==> config.mk <==
export PLATFORM = sky130hd
export DESIGN_NAME = servo_slew_limiter_with_failsafe_unit
export DESIGN_NICKNAME = d
export VERILOG_FILES = /design/src/design/ssl_pkg.sv /design/src/design/ssl_slew_lane.sv /design/src/design/ssl_cfg_regs.sv /design/src/design/servo_slew_limiter_with_failsafe_unit.sv
export SDC_FILE = /design/constraint.sdc
export NUM_CORES = 1
export LEC_CHECK = 0
export BUFFER_PORTS_ARGS = -buffer_cell sky130_fd_sc_hd__clkbuf_2
export CAP_MARGIN = 40
export CORE_UTILIZATION = 25
export CTS_BUF_LIST = sky130_fd_sc_hd__clkbuf_16
export CTS_CLUSTER_SIZE = 8
export DETAILED_ROUTE_END_ITERATION = 12
export PLACE_DENSITY_LB_ADDON = 0.25
export SLEW_MARGIN = 20
export SYNTH_ARGS = -nofsm -noshare
export SYNTH_HDL_FRONTEND = slang
export SYNTH_HIERARCHICAL = 1
export SYNTH_SLANG_ARGS = --single-unit
==> constraint.sdc <==
create_clock -name i_clk -period 5.6 [get_ports i_clk]
set_input_delay 0.56 -clock i_clk [delete_from_list [all_inputs] [get_ports i_clk]]
set_output_delay 0.56 -clock i_clk [all_outputs]
set_load 0.05 [all_outputs]
==> src/design/ssl_pkg.sv <==
// shared types, constants and helpers for the servo slew limiter
// no dependencies; imported by every module of the block
package ssl_pkg;

    localparam int unsigned ANGLE_W   = 8;
    localparam int unsigned TARGET_W  = 16;
    localparam int unsigned ELAPSED_W = 17;
    localparam int unsigned WIDE_W    = 18;
    localparam int unsigned ADDR_W    = 5;
    localparam int unsigned DATA_W    = 32;

    localparam logic [ANGLE_W-1:0]   ANGLE_MAX   = 8'd180;
    localparam logic [ELAPSED_W-1:0] ELAPSED_MAX = 17'h1FFFF;

    localparam logic [15:0]        RST_TIMEOUT   = 16'd500;
    localparam logic [ANGLE_W-1:0] RST_SURF_STEP = 8'd4;
    localparam logic [ANGLE_W-1:0] RST_THR_STEP  = 8'd10;
    localparam logic [ANGLE_W-1:0] RST_AIL_MAX   = 8'd120;
    localparam logic [ANGLE_W-1:0] RST_NEUTRAL   = 8'd60;

    typedef enum logic [2:0] {
        REG_TIMEOUT   = 3'd0,
        REG_SURF_STEP = 3'd1,
        REG_THR_STEP  = 3'd2,
        REG_AIL_MAX   = 3'd3,
        REG_NEUTRAL   = 3'd4
    } t_reg_idx;

    typedef struct packed {
        logic [15:0]        timeout_ms;
        logic [ANGLE_W-1:0] surface_step;
        logic [ANGLE_W-1:0] thrust_step;
        logic [ANGLE_W-1:0] aileron_valid_max;
        logic [ANGLE_W-1:0] neutral_position;
    } t_cfg;

    // packed so that elevator sits in the lowest bits, as on the output bus
    typedef struct packed {
        logic               link_lost;
        logic [ANGLE_W-1:0] thrust;
        logic [ANGLE_W-1:0] aileron;
        logic [ANGLE_W-1:0] rudder;
        logic [ANGLE_W-1:0] elevator;
    } t_result;

    function automatic logic [ANGLE_W-1:0] f_clamp_angle(input logic signed [WIDE_W-1:0] v);
        logic [ANGLE_W-1:0] r;
        if (v < 0) begin
            r = '0;
        end else if (v > $signed({{(WIDE_W-ANGLE_W){1'b0}}, ANGLE_MAX})) begin
            r = ANGLE_MAX;
        end else begin
            r = v[ANGLE_W-1:0];
        end
        return r;
    endfunction

endpackage

==> src/design/ssl_slew_lane.sv <==
// one slew lane: moves a servo position toward its target by at most one step
// depends on ssl_pkg
module ssl_slew_lane (
    input  logic signed [ssl_pkg::TARGET_W-1:0] i_target,
    input  logic        [ssl_pkg::ANGLE_W-1:0]  i_cur,
    input  logic        [ssl_pkg::ANGLE_W-1:0]  i_step,
    output logic        [ssl_pkg::ANGLE_W-1:0]  o_next
);
    import ssl_pkg::*;

    logic signed [WIDE_W-1:0] tgt;
    logic signed [WIDE_W-1:0] cur;
    logic signed [WIDE_W-1:0] stp;
    logic signed [WIDE_W-1:0] diff;
    logic signed [WIDE_W-1:0] mag;

    assign tgt  = WIDE_W'(i_target);
    assign cur  = $signed({{(WIDE_W-ANGLE_W){1'b0}}, i_cur});
    assign stp  = $signed({{(WIDE_W-ANGLE_W){1'b0}}, i_step});
    assign diff = tgt - cur;
    assign mag  = diff[WIDE_W-1] ? -diff : diff;

    always_comb begin
        if (mag < stp) begin
            o_next = f_clamp_angle(tgt);
        end else if (diff > 0) begin
            o_next = f_clamp_angle(cur + stp);
        end else if (diff < 0) begin
            o_next = f_clamp_angle(cur - stp);
        end else begin
            o_next = i_cur;
        end
    end

endmodule

==> src/design/ssl_cfg_regs.sv <==
// configuration register file behind the apb-style port
// depends on ssl_pkg
module ssl_cfg_regs (
    input  logic                        i_clk,
    input  logic                        i_rst_n,
    input  logic                        psel,
    input  logic                        penable,
    input  logic                        pwrite,
    input  logic [ssl_pkg::ADDR_W-1:0]  paddr,
    input  logic [ssl_pkg::DATA_W-1:0]  pwdata,
    output logic [ssl_pkg::DATA_W-1:0]  prdata,
    output logic                        pready,
    output ssl_pkg::t_cfg               o_cfg
);
    import ssl_pkg::*;

    t_cfg     r_cfg;
    t_cfg     n_cfg;
    t_reg_idx idx;
    logic     wr;

    assign idx    = t_reg_idx'(paddr[ADDR_W-1:2]);
    assign wr     = psel && penable && pwrite;
    assign pready = 1'b1;
    assign o_cfg  = r_cfg;

    always_comb begin
        n_cfg = r_cfg;
        if (wr) begin
            case (idx)
                REG_TIMEOUT:   n_cfg.timeout_ms        = pwdata[15:0];
                REG_SURF_STEP: n_cfg.surface_step      = pwdata[ANGLE_W-1:0];
                REG_THR_STEP:  n_cfg.thrust_step       = pwdata[ANGLE_W-1:0];
                REG_AIL_MAX:   n_cfg.aileron_valid_max = pwdata[ANGLE_W-1:0];
                REG_NEUTRAL:   n_cfg.neutral_position  = pwdata[ANGLE_W-1:0];
                default: ;
            endcase
        end
    end

    always_comb begin
        case (idx)
            REG_TIMEOUT:   prdata = {16'd0, r_cfg.timeout_ms};
            REG_SURF_STEP: prdata = {24'd0, r_cfg.surface_step};
            REG_THR_STEP:  prdata = {24'd0, r_cfg.thrust_step};
            REG_AIL_MAX:   prdata = {24'd0, r_cfg.aileron_valid_max};
            REG_NEUTRAL:   prdata = {24'd0, r_cfg.neutral_position};
            default:       prdata = '0;
        endcase
    end

    always_ff @(posedge i_clk) begin
        if (!i_rst_n) begin
            r_cfg.timeout_ms        <= RST_TIMEOUT;
            r_cfg.surface_step      <= RST_SURF_STEP;
            r_cfg.thrust_step       <= RST_THR_STEP;
            r_cfg.aileron_valid_max <= RST_AIL_MAX;
            r_cfg.neutral_position  <= RST_NEUTRAL;
        end else begin
            r_cfg <= n_cfg;
        end
    end

endmodule

==> src/design/servo_slew_limiter_with_failsafe_unit.sv <==
// top level: four slew lanes, failsafe merge, state and a two-entry output buffer
// depends on ssl_pkg, ssl_slew_lane and ssl_cfg_regs
//
// Four-channel servo slew limiter with link-loss failsafe. Each input item is
// either a millisecond tick (tuser = 0) or a packet of four target angles
// (tuser = 1); every item produces exactly one result item with the four servo
// angles and the link-lost flag. One item is accepted per clock cycle unless
// the input stalls, and its result is registered into the output or skid
// entry; the four lanes, the elapsed counter and the timeout compare are all
// combinational; the state update loop fixes the rate at one item per cycle.
// A two-entry output buffer lets the input keep flowing while one result waits;
// the input stalls only when both entries are full. Packets whose aileron
// target lies outside 0..aileron_valid_max are dropped but still give a result.
module servo_slew_limiter_with_failsafe_unit (
    input  logic                       i_clk,
    input  logic                       i_rst_n,
    // stream input
    input  logic                       s_axis_tvalid,
    output logic                       s_axis_tready,
    // [15:0] elevator_target, [31:16] rudder_target,
    // [47:32] aileron_target, [63:48] thrust_target
    input  logic [63:0]                s_axis_tdata,
    // [0] mode
    input  logic                       s_axis_tuser,
    // stream output
    output logic                       m_axis_tvalid,
    input  logic                       m_axis_tready,
    // [7:0] elevator_out, [15:8] rudder_out, [23:16] aileron_out, [31:24] thrust_out
    output logic [31:0]                m_axis_tdata,
    // [0] link_lost
    output logic                       m_axis_tuser,
    // configuration
    input  logic                       psel,
    input  logic                       penable,
    input  logic                       pwrite,
    input  logic [ssl_pkg::ADDR_W-1:0] paddr,
    input  logic [ssl_pkg::DATA_W-1:0] pwdata,
    output logic [ssl_pkg::DATA_W-1:0] prdata,
    output logic                       pready
);
    import ssl_pkg::*;

    t_cfg cfg;

    logic [ANGLE_W-1:0]   r_elev, r_rud, r_ail, r_thr;
    logic [ANGLE_W-1:0]   n_elev, n_rud, n_ail, n_thr;
    logic [ELAPSED_W-1:0] r_elapsed, n_elapsed;

    logic [ANGLE_W-1:0] lane_elev, lane_rud, lane_ail, lane_thr;
    logic [ANGLE_W-1:0] neutral;

    logic signed [TARGET_W-1:0] tgt_elev, tgt_rud, tgt_ail, tgt_thr;

    logic    accept, pkt_ok, lost;
    t_result res;

    t_result r_out, r_skid;
    logic    r_out_valid, r_skid_valid;

    ssl_cfg_regs u_cfg (
        .i_clk   (i_clk),
        .i_rst_n (i_rst_n),
        .psel    (psel),
        .penable (penable),
        .pwrite  (pwrite),
        .paddr   (paddr),
        .pwdata  (pwdata),
        .prdata  (prdata),
        .pready  (pready),
        .o_cfg   (cfg)
    );

    assign tgt_elev = s_axis_tdata[15:0];
    assign tgt_rud  = s_axis_tdata[31:16];
    assign tgt_ail  = s_axis_tdata[47:32];
    assign tgt_thr  = s_axis_tdata[63:48];

    ssl_slew_lane u_lane_elev (
        .i_target (tgt_elev), .i_cur (r_elev), .i_step (cfg.surface_step), .o_next (lane_elev)
    );
    ssl_slew_lane u_lane_rud (
        .i_target (tgt_rud), .i_cur (r_rud), .i_step (cfg.surface_step), .o_next (lane_rud)
    );
    ssl_slew_lane u_lane_ail (
        .i_target (tgt_ail), .i_cur (r_ail), .i_step (cfg.surface_step), .o_next (lane_ail)
    );
    ssl_slew_lane u_lane_thr (
        .i_target (tgt_thr), .i_cur (r_thr), .i_step (cfg.thrust_step), .o_next (lane_thr)
    );

    assign s_axis_tready = !r_skid_valid;
    assign accept        = s_axis_tvalid && s_axis_tready;

    // packet valid only for aileron target in 0..aileron_valid_max
    assign pkt_ok = s_axis_tuser && !tgt_ail[TARGET_W-1]
                    && (tgt_ail <= $signed({8'd0, cfg.aileron_valid_max}));

    assign neutral = f_clamp_angle($signed({{(WIDE_W-ANGLE_W){1'b0}}, cfg.neutral_position}));

    // merge: take lane results on a valid packet, then apply the failsafe
    always_comb begin
        if (pkt_ok) begin
            n_elapsed = '0;
        end else if (!s_axis_tuser && (r_elapsed != ELAPSED_MAX)) begin
            n_elapsed = r_elapsed + ELAPSED_W'(1);
        end else begin
            n_elapsed = r_elapsed;
        end

        lost = n_elapsed > {1'b0, cfg.timeout_ms};

        if (lost) begin
            n_elev = neutral;
            n_rud  = neutral;
            n_ail  = neutral;
            n_thr  = '0;
        end else if (pkt_ok) begin
            n_elev = lane_elev;
            n_rud  = lane_rud;
            n_ail  = lane_ail;
            n_thr  = lane_thr;
        end else begin
            n_elev = r_elev;
            n_rud  = r_rud;
            n_ail  = r_ail;
            n_thr  = r_thr;
        end

        res.link_lost = lost;
        res.thrust    = n_thr;
        res.aileron   = n_ail;
        res.rudder    = n_rud;
        res.elevator  = n_elev;
    end

    always_ff @(posedge i_clk) begin
        if (!i_rst_n) begin
            r_elev    <= RST_NEUTRAL;
            r_rud     <= RST_NEUTRAL;
            r_ail     <= RST_NEUTRAL;
            r_thr     <= '0;
            r_elapsed <= '0;
        end else if (accept) begin
            r_elev    <= n_elev;
            r_rud     <= n_rud;
            r_ail     <= n_ail;
            r_thr     <= n_thr;
            r_elapsed <= n_elapsed;
        end
    end

    // output register plus one skid entry
    always_ff @(posedge i_clk) begin
        if (!i_rst_n) begin
            r_out_valid  <= 1'b0;
            r_skid_valid <= 1'b0;
        end else if (accept) begin
            if (!r_out_valid || m_axis_tready) begin
                r_out_valid <= 1'b1;
            end else begin
                r_skid_valid <= 1'b1;
            end
        end else if (m_axis_tready) begin
            r_out_valid  <= r_skid_valid;
            r_skid_valid <= 1'b0;
        end
    end

    always_ff @(posedge i_clk) begin
        if (accept) begin
            if (!r_out_valid || m_axis_tready) begin
                r_out <= res;
            end else begin
                r_skid <= res;
            end
        end else if (m_axis_tready && r_skid_valid) begin
            r_out <= r_skid;
        end
    end

    assign m_axis_tvalid = r_out_valid;
    assign m_axis_tdata  = {r_out.thrust, r_out.aileron, r_out.rudder, r_out.elevator};
    assign m_axis_tuser  = r_out.link_lost;

`ifndef ASSERT_OFF
    a_skid_needs_out: assert property (@(posedge i_clk) disable iff (!i_rst_n)
        r_skid_valid |-> r_out_valid)
        else $error("skid entry held without a valid output entry");

    a_lost_zero_thrust: assert property (@(posedge i_clk) disable iff (!i_rst_n)
        (m_axis_tvalid && m_axis_tuser) |-> (m_axis_tdata[31:24] == 8'd0))
        else $error("failsafe result with nonzero thrust");

    a_pos_in_range: assert property (@(posedge i_clk) disable iff (!i_rst_n)
        (r_elev <= ANGLE_MAX) && (r_rud <= ANGLE_MAX) && (r_ail <= ANGLE_MAX)
        && (r_thr <= ANGLE_MAX))
        else $error("servo position beyond angle range");

    a_tick_no_decrease: assert property (@(posedge i_clk) disable iff (!i_rst_n)
        (accept && !s_axis_tuser) |=> (r_elapsed >= $past(r_elapsed)))
        else $error("elapsed counter fell on a tick");
`endif

endmodule
==> impl_metrics.env <==
export IMPL_status="finished clean"
export IMPL_cpMaxStageDelayCell="dfxtp_1"
export IMPL_drive_gt1_frac=0.159
export IMPL_power_static_leakage_nw=8.35
export IMPL_whs_ns=0.354
export IMPL_fin_tns_setup_ns=0
export IMPL_fin_worst_skew_ns=0.0113
export IMPL_max_freq_ghz=0.195
export IMPL_clk_pin_slew_ns=0.07
export IMPL_drtIter0Drc=1118
export IMPL_cts_hold_buf=0
export IMPL_maxCapViolCount=0
export IMPL_final_util=0.293
export IMPL_yosys_warnings=6
export IMPL_finalSetupViolCount=0
export IMPL_hpwl_um=48100
export IMPL_worst_ep_required_time_ns=5.78
export IMPL_slew_violations=0
export IMPL_synthArstFlopShare=0
export IMPL_cts_resized=0
export IMPL_path_cells="inv_1 > ha_1 > o211ai_1 > a21o_1 > a21o_1 > nand3_1 > o21ai_1 > buf_4 > nand2_1 > xnor2_1 > ha_1 > nand2_1 > o21ai_0 > a21oi_1 > o21a_1 > nand4_1 > or3_4 > a211oi_4 > buf_12 > mux2_4 > nand2_1 > and3_1 > o31ai_1"
export IMPL_worstPathArrival_ns=5.30
export IMPL_avgSynthCellArea_um2=8.03
export IMPL_gr_total_overflow=0
export IMPL_gp_congestion=0.877
export IMPL_ant_nets=0
export IMPL_htree_levels=4
export IMPL_nets=2643
export IMPL_rsz0062_at_grt="no"
export IMPL_viasPerCell=5.05
export IMPL_ys_seq_area_frac=0.223
export IMPL_drc=0
export IMPL_antenna_found_initial=0
export IMPL_num_vias=16800
export IMPL_synth_edff_count=66
export IMPL_synthCells=2212
export IMPL_hold_path_class="primary input to register"
export IMPL_fillers=7646
export IMPL_synth_cell_type_count=126
export IMPL_final_common_cell="nand2_1"
export IMPL_n_antenna_cell=0
export IMPL_yosys_area_top_type="dfxtp_1"
export IMPL_clock_sinks=165
export IMPL_critPathTopFamily="compound AO/OA/AOI/OAI gates"
export IMPL_grt_pass1_wl_um=91800
export IMPL_die_x_um=269
export IMPL_max_vdd_ir_drop_mv=0.199
export IMPL_start_util=0.253
export IMPL_die_h_um=269
export IMPL_path_buf_inv=3
export IMPL_num_rows=97
export IMPL_ys_flop_type="dfxtp_1"
export IMPL_clk_latency_ns=0.45
export IMPL_cts_tree="yes"
export IMPL_period_needed_ns=5.13
export IMPL_grt_use_total=0.162
export IMPL_end_kind="register"
export IMPL_core_area_mm2=0.0701
export IMPL_power_density_mw_per_mm2=179
export IMPL_slowest_delay_ns=0.43
export IMPL_synthTopCellsByArea="dfxtp_1 11%, edfxtp_1 11%, ha_1 11%, mux2i_1 5.6%, nand2_1 4.7%"
export IMPL_worstSetupStartpointType="register"
export IMPL_post_route_period_util=0.916
export IMPL_yosysTopAreaCellShare=0.112
export IMPL_cts_buffers_inserted=17
export IMPL_area_growth_pct=15.6
export IMPL_crit_top_cell="nand2_1"
export IMPL_first_global_vias=16100
export IMPL_slew_headroom=0.526
export IMPL_clockBufferDepth=2
export IMPL_power_mw=3.67
export IMPL_routed_wl_um=59900
export IMPL_synth_cell_area_mm2=0.0178
export IMPL_layout_common_cells="223 x nand2_1, 164 x a21oi_1, 159 x inv_1"
export IMPL_grt_max_degree=87
export IMPL_path_class="register to register"
export IMPL_io_buffers=141
export IMPL_tightest_slew_ns=0.693
export IMPL_ioPinCount=177
export IMPL_yosys_register_bits=165
export IMPL_post_cts_buffers=0
export IMPL_dieArea_mm2=0.0721
export IMPL_first_pass_iters=6
export IMPL_hold_viol=0
export IMPL_wire_per_inst_um=18.0
export IMPL_cts_root_buf="clkbuf_16"
export IMPL_cp_max_fo=15
==> per-stage QoR <==
step	instances	setup slack (ns)	cell area, um^2
final	3321	0.472	20500
after global routing	3321	0.0101	20500
after CTS	3320	0.486	20500
after detailed placement	3288	0.0835	19900
after global placement	3285	0.135	19900
after floorplan	2227	0.527	17800
==> cells in the mapped netlist, types with 7 or more instances <==
cell type and number:
ha_1 154, mux2_4 7, buf_4 21, or4_1 8, nand2_1 224, xor2_1 37
and3_1 24, o22ai_1 18, and2_1 19, nor2_2 9, fa_1 12, a21oi_1 164
nor3_1 48, mux2_2 17, a21o_1 30, o21bai_1 16, a211oi_1 16, o31ai_1 43
nor2b_1 44, nand3b_1 7, inv_1 158, edfxtp_1 66, dfxtp_1 99, clkbuf_1 62
buf_2 22, o21ai_0 123, or2_2 7, a31oi_1 17, nand4_1 20, o21a_1 32
a22oi_1 25, o211ai_1 13, nand4b_1 8, xnor2_1 73, nand2b_1 30, nor2_1 154
o31a_1 11, mux2i_1 99, o21ai_1 10, nor4_1 23, nand3_1 42, or3_1 22
==> registers in the layout, summed over array words and instances, names as in the netlist <==
signal,flops
r_skid,33
m_axis_tdata,32
m_axis_tuser,1
r_elev,8
r_elapsed,17
m_axis_tvalid,1
r_thr,8
u_cfg/o_cfg,48
r_ail,8
r_skid_valid,1
r_rud,8
==> path summary, 6_finish.rpt <==
| check | start | endpoint | slack [ns] | cells after the start |
|---|---|---|---|---|
| worst min-delay path | pwdata[10] | u_cfg/o_cfg[42]$_SDFFE_PN0P_ | 0.35 | 3 |
| worst max register to register | r_elev[3]$_SDFFE_PN1P_ | m_axis_tdata[7]$_DFFE_PP_ | 0.47 | 23 |
| worst min register to register | u_cfg/o_cfg[45]$_SDFFE_PN0P_ | u_cfg/o_cfg[45]$_SDFFE_PN0P_ | 0.48 | 2 |
| worst max-delay path | r_elev[3]$_SDFFE_PN1P_ | m_axis_tdata[7]$_DFFE_PP_ | 0.47 | 23 |
==> cells by family (layout without fill, tap and decap cells) <==
logic type	count (synthesis)	after routing	share of synthesized area
AOI/OAI and AO/OA	622	622	0.237
xor gates and xnor gates	117	117	0.0613
adders and majority gates	166	166	0.122
buffers and inverters	270	424	0.0639
DFF	165	165	0.223
muxes	123	123	0.0725
other	2	17	0.000423
and+or+nand+nor	747	747	0.220
==> power by group <==
part / switching, mW / internal, mW / total, mW
registers: 0.0320 / 1.29 / 1.32
logic: 0.723 / 0.418 / 1.14
clock network: 0.508 / 0.697 / 1.20
total: 1.26 / 2.41 / 3.67
==> per-layer routing <==
| metal | GRT usage | wire [um] | part of all wire | vias up |
|---|---|---|---|---|
| li1 | - | - | - | 8305 |
| met1 | 0.219 | 28100 | 0.47 | 8010 |
| met2 | 0.276 | 28300 | 0.47 | 391 |
| met3 | 0.0174 | 2360 | 0.039 | 52 |
| met4 | 0.0396 | 1110 | 0.019 | 0 |
| met5 | 0 | 0 | 0 | - |
==> final cells by class <==
cell class	instances	area, um^2	area share
multi-input cells	1792	12700	0.620
repair buffers	233	1460	0.0713
clock inverters	15	165	0.00805
clock buffers	17	425	0.0207
well taps	940	1180	0.0573
flip-flops and latches	165	3960	0.193
inverters	159	597	0.0291
==> worst register-to-register path: stages (launching register included) <==
cell and delay, ns:
dfxtp_1 0.43, inv_1 0.13, ha_1 0.38, o211ai_1 0.25
a21o_1 0.19, a21o_1 0.19, nand3_1 0.14, o21ai_1 0.33
buf_4 0.30, nand2_1 0.09, xnor2_1 0.13, ha_1 0.27
nand2_1 0.06, o21ai_0 0.08, a21oi_1 0.17, o21a_1 0.15
nand4_1 0.08, or3_4 0.41, a211oi_4 0.20, buf_12 0.17
mux2_4 0.32, nand2_1 0.06, and3_1 0.25, o31ai_1 0.09
Power figures use the tool's default switching activity.
